**src/rtl/core/plfm_pkg.sv**
```systemverilog
// Shared types, constants and helpers for the price level FIFO matcher.
`timescale 1ns / 1ps

package plfm_pkg;

    // Resting order queue and match limits
    localparam int QUEUE_DEPTH = 16;
    localparam int MAX_RESULTS = 16;
    localparam int PTR_W       = $clog2(QUEUE_DEPTH);
    localparam int CNT_W       = $clog2(QUEUE_DEPTH + 1);
    localparam int NRES_W      = $clog2(MAX_RESULTS + 1);

    // Command queue between front and back
    localparam int CMDQ_DEPTH  = 2;
    localparam int CQ_PTR_W    = $clog2(CMDQ_DEPTH);
    localparam int CQ_CNT_W    = $clog2(CMDQ_DEPTH + 1);

    // Field widths
    localparam int QTY_W       = 32;
    localparam int ID_W        = 32;
    localparam int PRICE_W     = 32;
    localparam int TOTAL_W     = 40;
    localparam int OCNT_W      = 5;
    localparam int S_DATA_W    = 96;
    localparam int M_DATA_W    = 240;

    // Request codes on the input tuser
    localparam logic [1:0] REQ_ADD    = 2'd0;
    localparam logic [1:0] REQ_REMOVE = 2'd1;
    localparam logic [1:0] REQ_MATCH  = 2'd2;

    typedef enum logic [1:0] {
        ST_OK       = 2'd0,
        ST_MISMATCH = 2'd1,
        ST_EMPTY    = 2'd2,
        ST_FULL     = 2'd3
    } t_status;

    typedef enum logic [2:0] {
        CMD_ADD,
        CMD_ADD_BAD,
        CMD_REMOVE,
        CMD_MATCH,
        CMD_OTHER
    } t_cmd_kind;

    typedef struct packed {
        t_cmd_kind         kind;
        logic [ID_W-1:0]   id;
        logic [QTY_W-1:0]  qty;
    } t_cmd;

    typedef enum logic [1:0] {
        BK_IDLE,
        BK_EXEC,
        BK_SETTLE,
        BK_EMIT
    } t_back_state;

    // Wrapping increment of an order queue pointer
    function automatic logic [PTR_W-1:0] ptr_inc(input logic [PTR_W-1:0] p);
        if (p == PTR_W'(QUEUE_DEPTH - 1))
            return '0;
        return p + PTR_W'(1);
    endfunction

    // Wrapping increment of a command queue pointer
    function automatic logic [CQ_PTR_W-1:0] cq_inc(input logic [CQ_PTR_W-1:0] p);
        if (p == CQ_PTR_W'(CMDQ_DEPTH - 1))
            return '0;
        return p + CQ_PTR_W'(1);
    endfunction

endpackage

```
**src/rtl/core/price_level_fifo_matcher.sv**
```systemverilog
// Top level of the price level FIFO matcher.
//
// One price level of an order book: add, remove-head and match requests enter on
// the slave stream, are classified in the front end (price check) and wait in a
// two-entry command queue; the back end runs them against a 16-deep queue of
// resting orders and returns results on the master stream, one per request for
// add/remove/other and one per order touched for match (one empty result if none
// is touched), tlast on the final one. In the back end each request is issued,
// then passes execute, head read settle and emit; a match repeats execute, settle
// and emit for each order touched. The settle step is set by the single registered
// read port of the order storage, which must re-read the head entry after every
// pop or write before a result can report the new head. Output back-pressure
// stalls the emit step. No clearing pass follows reset; the block is ready at once.
`timescale 1ns / 1ps

module price_level_fifo_matcher import plfm_pkg::*; (
    input  logic                i_clk,
    input  logic                i_rst_n,
    input  logic                i_cfg_we,
    input  logic [PRICE_W-1:0]  i_cfg_wdata,   // level_price
    input  logic                i_s_tvalid,
    output logic                o_s_tready,
    input  logic [S_DATA_W-1:0] i_s_tdata,     // order_id, order_price, quantity
    input  logic [1:0]          i_s_tuser,     // req_type
    output logic                o_m_tvalid,
    input  logic                i_m_tready,
    // filled_order_id, fill_qty, order_left, order_done, matched_total,
    // level_total, order_count, head_valid, head_order_id, head_remaining, pad
    output logic [M_DATA_W-1:0] o_m_tdata,
    output logic [1:0]          o_m_tuser,     // status
    output logic                o_m_tlast      // last
);

    logic q_full;
    logic q_valid;
    logic q_pop;
    logic f_push;
    t_cmd f_cmd;
    t_cmd q_cmd;

    plfm_front u_front (
        .i_clk       (i_clk),
        .i_rst_n     (i_rst_n),
        .i_cfg_we    (i_cfg_we),
        .i_cfg_wdata (i_cfg_wdata),
        .i_s_tvalid  (i_s_tvalid),
        .i_s_tdata   (i_s_tdata),
        .i_s_tuser   (i_s_tuser),
        .i_q_full    (q_full),
        .o_s_tready  (o_s_tready),
        .o_push      (f_push),
        .o_cmd       (f_cmd)
    );

    plfm_cmd_queue u_cmdq (
        .i_clk   (i_clk),
        .i_rst_n (i_rst_n),
        .i_push  (f_push),
        .i_cmd   (f_cmd),
        .i_pop   (q_pop),
        .o_full  (q_full),
        .o_valid (q_valid),
        .o_cmd   (q_cmd)
    );

    plfm_back u_back (
        .i_clk       (i_clk),
        .i_rst_n     (i_rst_n),
        .i_cmd_valid (q_valid),
        .i_cmd       (q_cmd),
        .o_cmd_pop   (q_pop),
        .o_m_tvalid  (o_m_tvalid),
        .i_m_tready  (i_m_tready),
        .o_m_tdata   (o_m_tdata),
        .o_m_tuser   (o_m_tuser),
        .o_m_tlast   (o_m_tlast)
    );

endmodule

```
**src/rtl/core/plfm_front.sv**
```systemverilog
// Front end: holds the level price, accepts requests and classifies them.
`timescale 1ns / 1ps

module plfm_front import plfm_pkg::*; (
    input  logic                i_clk,
    input  logic                i_rst_n,
    input  logic                i_cfg_we,
    input  logic [PRICE_W-1:0]  i_cfg_wdata,
    input  logic                i_s_tvalid,
    input  logic [S_DATA_W-1:0] i_s_tdata,   // order_id, order_price, quantity
    input  logic [1:0]          i_s_tuser,   // req_type
    input  logic                i_q_full,
    output logic                o_s_tready,
    output logic                o_push,
    output t_cmd                o_cmd
);

    logic [PRICE_W-1:0] r_level_price;
    logic [PRICE_W-1:0] w_price;

    // Level price register
    always_ff @(posedge i_clk) begin
        if (!i_rst_n) begin
            r_level_price <= PRICE_W'(1);
        end else if (i_cfg_we) begin
            r_level_price <= i_cfg_wdata;
        end
    end

    assign w_price    = i_s_tdata[63:32];
    assign o_s_tready = !i_q_full;
    assign o_push     = i_s_tvalid && !i_q_full;

    // Classify the request; the price check is settled here
    always_comb begin
        o_cmd.id  = i_s_tdata[31:0];
        o_cmd.qty = i_s_tdata[95:64];
        unique case (i_s_tuser)
            REQ_ADD:    o_cmd.kind = (w_price == r_level_price) ? CMD_ADD : CMD_ADD_BAD;
            REQ_REMOVE: o_cmd.kind = CMD_REMOVE;
            REQ_MATCH:  o_cmd.kind = CMD_MATCH;
            default:    o_cmd.kind = CMD_OTHER;
        endcase
    end

endmodule

```
**src/rtl/core/plfm_cmd_queue.sv**
```systemverilog
// Short command queue that decouples the front end from the back end.
`timescale 1ns / 1ps

module plfm_cmd_queue import plfm_pkg::*; (
    input  logic i_clk,
    input  logic i_rst_n,
    input  logic i_push,
    input  t_cmd i_cmd,
    input  logic i_pop,
    output logic o_full,
    output logic o_valid,
    output t_cmd o_cmd
);

    t_cmd                r_slot [CMDQ_DEPTH];
    logic [CQ_PTR_W-1:0] r_wr;
    logic [CQ_PTR_W-1:0] r_rd;
    logic [CQ_CNT_W-1:0] r_cnt;
    logic                w_push;
    logic                w_pop;

    assign o_full  = (r_cnt == CQ_CNT_W'(CMDQ_DEPTH));
    assign o_valid = (r_cnt != '0);
    assign o_cmd   = r_slot[r_rd];
    assign w_push  = i_push && !o_full;
    assign w_pop   = i_pop && o_valid;

    // Pointers and fill level
    always_ff @(posedge i_clk) begin
        if (!i_rst_n) begin
            r_wr  <= '0;
            r_rd  <= '0;
            r_cnt <= '0;
        end else begin
            if (w_push) r_wr <= cq_inc(r_wr);
            if (w_pop)  r_rd <= cq_inc(r_rd);
            if (w_push && !w_pop)
                r_cnt <= r_cnt + CQ_CNT_W'(1);
            else if (w_pop && !w_push)
                r_cnt <= r_cnt - CQ_CNT_W'(1);
        end
    end

    // Slot storage
    always_ff @(posedge i_clk) begin
        if (w_push) r_slot[r_wr] <= i_cmd;
    end

endmodule

```
**src/rtl/core/plfm_back.sv**
```systemverilog
// Back end: order queue, running totals, match walk and result register.
`timescale 1ns / 1ps

module plfm_back import plfm_pkg::*; (
    input  logic                i_clk,
    input  logic                i_rst_n,
    input  logic                i_cmd_valid,
    input  t_cmd                i_cmd,
    output logic                o_cmd_pop,
    output logic                o_m_tvalid,
    input  logic                i_m_tready,
    output logic [M_DATA_W-1:0] o_m_tdata,
    output logic [1:0]          o_m_tuser,
    output logic                o_m_tlast
);

    // Order storage, one registered read port at the head pointer
    logic [ID_W-1:0]  mem_id  [QUEUE_DEPTH];
    logic [QTY_W-1:0] mem_rem [QUEUE_DEPTH];
    logic [ID_W-1:0]  r_rd_id;
    logic [QTY_W-1:0] r_rd_rem;

    t_back_state        r_state, n_state;
    logic [PTR_W-1:0]   r_head, n_head;
    logic [PTR_W-1:0]   r_tail, n_tail;
    logic [CNT_W-1:0]   r_count, n_count;
    logic [TOTAL_W-1:0] r_total, n_total;
    t_cmd               r_cmd, n_cmd;
    logic [QTY_W-1:0]   r_need, n_need;
    logic [QTY_W-1:0]   r_matched, n_matched;
    logic [NRES_W-1:0]  r_nres, n_nres;

    // Result fields waiting for the head to settle
    t_status            r_st_status, n_st_status;
    logic [ID_W-1:0]    r_st_id, n_st_id;
    logic [QTY_W-1:0]   r_st_fill, n_st_fill;
    logic [QTY_W-1:0]   r_st_left, n_st_left;
    logic               r_st_done, n_st_done;
    logic               r_st_last, n_st_last;

    // Output register
    logic                r_out_valid, n_out_valid;
    logic [M_DATA_W-1:0] r_out_data, n_out_data;
    logic [1:0]          r_out_user, n_out_user;
    logic                r_out_last, n_out_last;

    // Memory write port
    logic               w_we;
    logic               w_id_we;
    logic [PTR_W-1:0]   w_addr;
    logic [QTY_W-1:0]   w_rem;

    logic               w_out_free;
    logic               w_hv;
    logic [QTY_W-1:0]   w_take;
    logic [QTY_W-1:0]   w_left;

    assign w_out_free = !r_out_valid || i_m_tready;
    assign w_hv       = (r_count != '0);
    assign w_take     = (r_rd_rem < r_need) ? r_rd_rem : r_need;
    assign w_left     = r_rd_rem - w_take;

    // Order storage writes and head read
    always_ff @(posedge i_clk) begin
        if (w_we)    mem_rem[w_addr] <= w_rem;
        if (w_id_we) mem_id[w_addr]  <= r_cmd.id;
        r_rd_id  <= mem_id[r_head];
        r_rd_rem <= mem_rem[r_head];
    end

    // State register and control
    always_ff @(posedge i_clk) begin
        if (!i_rst_n) begin
            r_state     <= BK_IDLE;
            r_head      <= '0;
            r_tail      <= '0;
            r_count     <= '0;
            r_total     <= '0;
            r_nres      <= '0;
            r_out_valid <= 1'b0;
        end else begin
            r_state     <= n_state;
            r_head      <= n_head;
            r_tail      <= n_tail;
            r_count     <= n_count;
            r_total     <= n_total;
            r_nres      <= n_nres;
            r_out_valid <= n_out_valid;
        end
    end

    // Payload registers
    always_ff @(posedge i_clk) begin
        r_cmd       <= n_cmd;
        r_need      <= n_need;
        r_matched   <= n_matched;
        r_st_status <= n_st_status;
        r_st_id     <= n_st_id;
        r_st_fill   <= n_st_fill;
        r_st_left   <= n_st_left;
        r_st_done   <= n_st_done;
        r_st_last   <= n_st_last;
        r_out_data  <= n_out_data;
        r_out_user  <= n_out_user;
        r_out_last  <= n_out_last;
    end

    // Next state and datapath
    always_comb begin
        logic more;
        n_state     = r_state;
        n_head      = r_head;
        n_tail      = r_tail;
        n_count     = r_count;
        n_total     = r_total;
        n_cmd       = r_cmd;
        n_need      = r_need;
        n_matched   = r_matched;
        n_nres      = r_nres;
        n_st_status = r_st_status;
        n_st_id     = r_st_id;
        n_st_fill   = r_st_fill;
        n_st_left   = r_st_left;
        n_st_done   = r_st_done;
        n_st_last   = r_st_last;
        n_out_valid = r_out_valid && !i_m_tready;
        n_out_data  = r_out_data;
        n_out_user  = r_out_user;
        n_out_last  = r_out_last;
        o_cmd_pop   = 1'b0;
        w_we        = 1'b0;
        w_id_we     = 1'b0;
        w_addr      = r_head;
        w_rem       = w_left;
        more        = 1'b0;

        unique case (r_state)
            BK_IDLE: begin
                if (i_cmd_valid) begin
                    o_cmd_pop = 1'b1;
                    n_cmd     = i_cmd;
                    n_need    = i_cmd.qty;
                    n_matched = '0;
                    n_nres    = '0;
                    n_state   = BK_EXEC;
                end
            end

            BK_EXEC: begin
                // Non-match results carry zero match fields
                n_st_status = ST_OK;
                n_st_id     = '0;
                n_st_fill   = '0;
                n_st_left   = '0;
                n_st_done   = 1'b0;
                n_st_last   = 1'b1;
                unique case (r_cmd.kind)
                    CMD_ADD: begin
                        if (r_count >= CNT_W'(QUEUE_DEPTH)) begin
                            n_st_status = ST_FULL;
                        end else begin
                            w_we    = 1'b1;
                            w_id_we = 1'b1;
                            w_addr  = r_tail;
                            w_rem   = r_cmd.qty;
                            n_tail  = ptr_inc(r_tail);
                            n_count = r_count + CNT_W'(1);
                            n_total = r_total + {{(TOTAL_W-QTY_W){1'b0}}, r_cmd.qty};
                        end
                    end
                    CMD_ADD_BAD: begin
                        n_st_status = ST_MISMATCH;
                    end
                    CMD_REMOVE: begin
                        if (!w_hv) begin
                            n_st_status = ST_EMPTY;
                        end else begin
                            n_total = r_total - {{(TOTAL_W-QTY_W){1'b0}}, r_rd_rem};
                            n_head  = ptr_inc(r_head);
                            n_count = r_count - CNT_W'(1);
                        end
                    end
                    CMD_MATCH: begin
                        // Nothing to touch on the first step: one empty result
                        if (!(r_nres == '0 && (!w_hv || r_need == '0))) begin
                            w_we      = 1'b1;
                            n_need    = r_need - w_take;
                            n_matched = r_matched + w_take;
                            n_total   = r_total - {{(TOTAL_W-QTY_W){1'b0}}, w_take};
                            n_nres    = r_nres + NRES_W'(1);
                            if (w_left == '0) begin
                                n_head  = ptr_inc(r_head);
                                n_count = r_count - CNT_W'(1);
                            end
                            more = (n_count != '0) && (n_need != '0) &&
                                   (n_nres < NRES_W'(MAX_RESULTS));
                            n_st_id   = r_rd_id;
                            n_st_fill = w_take;
                            n_st_left = w_left;
                            n_st_done = (w_left == '0);
                            n_st_last = !more;
                        end else begin
                            n_matched = '0;
                        end
                    end
                    default: begin
                        n_st_status = ST_OK;
                    end
                endcase
                n_state = BK_SETTLE;
            end

            BK_SETTLE: begin
                // Head read picks up the new head pointer
                n_state = BK_EMIT;
            end

            BK_EMIT: begin
                if (w_out_free) begin
                    n_out_valid = 1'b1;
                    n_out_user  = r_st_status;
                    n_out_last  = r_st_last;
                    n_out_data  = {1'b0,
                                   w_hv ? r_rd_rem : {QTY_W{1'b0}},
                                   w_hv ? r_rd_id  : {ID_W{1'b0}},
                                   w_hv,
                                   OCNT_W'(r_count),
                                   r_total,
                                   (r_cmd.kind == CMD_MATCH) ? r_matched : {QTY_W{1'b0}},
                                   r_st_done,
                                   r_st_left,
                                   r_st_fill,
                                   r_st_id};
                    n_state     = r_st_last ? BK_IDLE : BK_EXEC;
                end
            end

            default: n_state = BK_IDLE;
        endcase
    end

    assign o_m_tvalid = r_out_valid;
    assign o_m_tdata  = r_out_data;
    assign o_m_tuser  = r_out_user;
    assign o_m_tlast  = r_out_last;

    // Checks
    a_count_range: assert property (@(posedge i_clk) disable iff (!i_rst_n)
        r_count <= CNT_W'(QUEUE_DEPTH))
        else $error("resting count above queue depth");

    a_ptr_empty_full: assert property (@(posedge i_clk) disable iff (!i_rst_n)
        (r_count == '0 || r_count == CNT_W'(QUEUE_DEPTH)) |-> (r_head == r_tail))
        else $error("head and tail disagree with resting count");

    a_exec_settles: assert property (@(posedge i_clk) disable iff (!i_rst_n)
        (r_state == BK_EXEC) |=> (r_state == BK_SETTLE))
        else $error("result emitted without head settle cycle");

    a_nres_limit: assert property (@(posedge i_clk) disable iff (!i_rst_n)
        r_nres <= NRES_W'(MAX_RESULTS))
        else $error("match touched too many orders");

endmodule

```
**config.mk**
```make
export PLATFORM = sky130hd
export DESIGN_NAME = price_level_fifo_matcher
export DESIGN_NICKNAME = d
export VERILOG_FILES = /design/src/rtl/core/plfm_pkg.sv /design/src/rtl/core/price_level_fifo_matcher.sv /design/src/rtl/core/plfm_front.sv /design/src/rtl/core/plfm_cmd_queue.sv /design/src/rtl/core/plfm_back.sv
export SDC_FILE = /design/constraint.sdc
export NUM_CORES = 2
export LEC_CHECK = 0
export ABC_AREA = 0
export ABC_CLOCK_PERIOD_IN_PS = 16120
export BUFFER_PORTS_ARGS = -buffer_cell sky130_fd_sc_hd__clkbuf_2
export CORE_UTILIZATION = 32
export DETAILED_ROUTE_END_ITERATION = 10
export GPL_ROUTABILITY_DRIVEN = 0
export PLACE_DENSITY_LB_ADDON = 0.08
export SLEW_MARGIN = 10
export SYNTH_ARGS = -nofsm -noshare
export SYNTH_HDL_FRONTEND = slang
export SYNTH_SLANG_ARGS = --single-unit
```
**constraint.sdc**
```tcl
create_clock -name i_clk -period 16.12 [get_ports i_clk]
set_input_delay 2.418 -clock i_clk [delete_from_list [all_inputs] [get_ports i_clk]]
set_output_delay 2.418 -clock i_clk [all_outputs]
set_load 0.02 [all_outputs]
```
==> impl.org <==
** GRT
- Across every metal layer, demand over resource in global routing totals 0.1958.
- Entering global routing, the biggest net connects 132 pins.
- Wire length of the first global-routing pass :: 333.2 mm
- Global routing finished with a remaining overflow of 0.
- Vias in the first global route :: 44.27k
- Antenna violations before repair :: 25

** Final layout
- For this run, the post-layout net count is 5,534.
- Area overhead of the layout relative to synthesis :: 16.54%
- Excluding fillers, the count of instances in the completed layout stands at 8,616.
- In the final layout, the share of cells above drive strength 1 is 0.2438.

** Floorplan
- Total I/O pin count :: 380
- Die H :: 489.5 um
- Die area :: 239,600 um^2
- Die span in x :: 489.5 um
- For this configuration, the core starts out at a cell density of 0.3227.
- # rows :: 178
- The core region is 235,600 um^2.

** STA
- For the pin with the worst max-slew slack, the measured transition is 1.211 ns.
- Shortest period the worst path allows :: 7.877 ns
- The number of endpoints with negative hold slack in the final report is 0.
- Summed over all failing endpoints, the final setup total negative slack is 0 ns.
- Of the available clock period, the critical path in the final layout requires 0.4886.
- Static timing analysis puts the maximum clock frequency at 127.0 MHz.
- Setup repair after global routing left no endpoint under its margin.
- Minimum hold slack :: 0.3959 ns
- The number of slew-limit violations in the final report is 0.
- Max-slew headroom :: 0.1852
- Between clock sinks in the finished design, the worst skew comes to 0.05333 ns.
- Final setup vio count :: 0

** CTS
- The number of gates resized after CTS was 0.
- After clock tree synthesis, the clock-pin slew on the worst setup and hold paths is 0.06 ns.
- Post-CTS Repair Setup Buffers :: 0
- Total clock buffers created by CTS :: 199
- The clock passes through at most 3 buffers.
- Clock Sink Count :: 1,793
- Clock latency on the worst-skew pair, taken at its later pin, is 0.88 ns.
- The H-tree was split into 4 levels.
- Clock tree from TritonCTS :: done
- Clock root buffer master :: clkbuf_16
- The number of hold buffers added after CTS was 0.

** Synthesis
- Ranked by total cell area, the synthesized netlist is headed by edfxtp_1 (64%), mux4_2 (9.5%), dfxtp_1 (4.3%).
- Post-Synthesis Cells :: 4,839
- Dividing the synthesized area by the synthesized cell count gives 15.71 um^2.
- Seq/Total Area, Yosys :: 0.6868
- In this run, distinct cell masters in the synthesized netlist total 114.
- The number of nets handed over by synthesis was 5,085.
- EDFF count, synth :: 1,631
- Async set or reset register ratio after synthesis :: 0
- Syn Std Cell Area :: 76,040 um^2
- Synthesis inferred 1,793 register bits.
- Main synth FF type :: edfxtp_1
- Sorting the synthesized cells by how often they occur yields edfxtp_1 (1,631), nor2_1 (410), mux4_2 (320).
- Synthesis warning total :: 0
- Yosys instantiated no cell more often than edfxtp_1.
- The synthesized design spends more area on one cell type than any other, namely edfxtp_1.
- Area share of the largest cell type after synthesis :: 0.6441

** Placed design
- The wire-length estimate of the detail-placed layout is 153.7 mm.
- # placed instances :: 8,237
- In this run the tool buffered the top-level ports with 378 buffer cells.

** Pwr
- Fraction of power consumed by combinational cells :: 0.363
- Max IR drop VDD :: 118.7 uV
- Internal power :: 0.01121 W
- Of the total power, registers draw 0.392.
- Pwr per Cell Area :: 206.8 nW/um^2
- Part of the total power dissipated in the clock network :: 0.245
- Summed over all cells, the static leakage comes to 29.86 nW.
- Switching power as a share of total power :: 0.3883
- P_sw :: 0.007115 W

** Setup path
- Worst-path cell with the longest stage delay :: nor2_4
- Setup crit start kind :: flop
- CP max stage delay :: 0.71 ns
- Data arrival at the endpoint of the critical path :: 8.66 ns
- The critical path in this run is classified as reg2reg.
- Required time of the critical path :: 16.90 ns
- The worst setup path is captured at a flop.
- CP dominant cell by count :: a21oi_1
- In this run the worst path has a maximum fanout of 32.

** Routing
- First-pass iteration count of the detailed router :: 5
- Total wire length :: 236.2 mm
- In this run the remaining antenna-violating nets after routing total 0.
- In the final routed layout, each cell accounts on average for 27.41 um.
- Dividing the detail-routed via count by the number of cells gives 5.107.
- The routed layout has 44.01k vias.
- Post-route DRC :: 0
- Number of DRC violations after detailed-routing iteration 0 :: 3,512

** Job
- Max-cap violation count :: 0

** Status
- Result of the run :: finished clean

** Worst hold path
- Min-delay worst type :: reg2reg
-- layout by cell type, fill, tap and decap left out, types with 59 or more instances in the layout --
master,n
edfxtp_1,1631
nor2_1,381
clkbuf_2,378
mux4_2,320
nand2_1,270
a21oi_1,264
clkbuf_16,200
dfxtp_1,157
o21ai_0,130
inv_1,113
ha_1,109
buf_4,107
xnor2_1,91
xor2_1,82
and2_1,78
mux2_2,77
and3_1,68
nand3_1,61
nor3_1,59
-- cell type report --
type | count | area (um^2)
Antenna cell | 10 | 25.02
Clock buffer | 256 | 5315
Clock inverter | 113 | 1191
Fill cell | 22270 | 147000
Inverter | 117 | 441.7
Multi-Input combinational cell | 2690 | 22720
Sequential cell | 1793 | 52240
Tap cell | 3150 | 3941
Timing Repair Buffer | 487 | 2735
-- metal layers --
| metal | part of all wire | track usage |
|---|---|---|
| met5 | 0.000072 | 0 |
| met4 | 0.026 | 0.05495 |
| met2 | 0.47 | 0.3112 |
| met3 | 0.045 | 0.02553 |
| met1 | 0.46 | 0.2799 |
-- critical path: cells and delay by family, from the launching register on --
kind                       cells  cell delay [ns]
AOI/OAI and AO/OA             20             4.34
DFF                            1             0.54
and+or+nand+nor                5             1.36
muxes                          1             0.09
buffers and inverters          3             0.44
adders and majority gates      3             0.98
-- state kept, by name, indices dropped and copies added, names as in the netlist, 4 cells and up, named ones only --
| register | flops |
|---|---|
| u_back.r_head | 4 |
| u_back.r_rd_rem | 32 |
| u_front.r_level_price | 32 |
| u_back.r_count | 5 |
| u_back.mem_rem | 512 |
| u_back.r_cmd | 67 |
| u_back.r_nres | 5 |
| u_back.r_tail | 4 |
| u_back.r_rd_id | 32 |
| u_back.mem_id | 512 |
| u_back.r_st_fill | 32 |
| u_back.o_m_tdata | 239 |
| u_back.r_total | 40 |
| u_back.r_st_left | 32 |
| u_back.r_need | 32 |
| u_back.r_st_id | 32 |
| u_cmdq.r_slot | 134 |
| u_back.r_matched | 32 |
-- logic make-up after synthesis --
kind of cell | count (synthesis) | synth area share
compound gates | 731 | 0.06179
xor+xnor | 177 | 0.02078
fa+ha+maj | 163 | 0.02544
buf+inv | 356 | 0.01910
flops | 1793 | 0.6868
mux | 438 | 0.1116
other cells | 1 | 0.00004932
simple gates | 1180 | 0.07446
-- power by group through the flow --
stage / registers (W) / clock network [W] / logic (W)
2_1_floorplan: 0.00709 / 0 / 0.00413
3_3_place_gp: 0.00725 / 0 / 0.00665
3_5_place_dp: 0.00727 / 0 / 0.00661
4_1_cts: 0.00718 / 0.00462 / 0.00664
5_1_grt: 0.00725 / 0.00477 / 0.00719
6_report: 0.00717 / 0.00450 / 0.00665
-- through the flow --
step                      instance area, um^2  power (W)  setup WS, ns  utilization
after floorplan                         76040    0.01122         2.069            -
after global placement                  82070    0.01390         8.240       0.3483
after detailed placement                82070    0.01388         8.244       0.3483
after CTS                               88580    0.01844         8.211       0.3759
after global routing                    88590    0.01921         7.721       0.3760
final                                   88610    0.01832         8.243       0.3760
-- final timing paths --
path / from / end / slack, ns / cells past startpoint
max reg2reg: u_back.r_need[30] / u_back.r_total[38] / 8.24 / 32
min: u_back.r_st_fill[26] / u_back.o_m_tdata[58] / 0.40 / 0
min reg2reg: u_back.r_st_fill[26] / u_back.o_m_tdata[58] / 0.40 / 0
max: u_back.r_need[30] / u_back.r_total[38] / 8.24 / 32
Power figures use the tool's default switching activity.
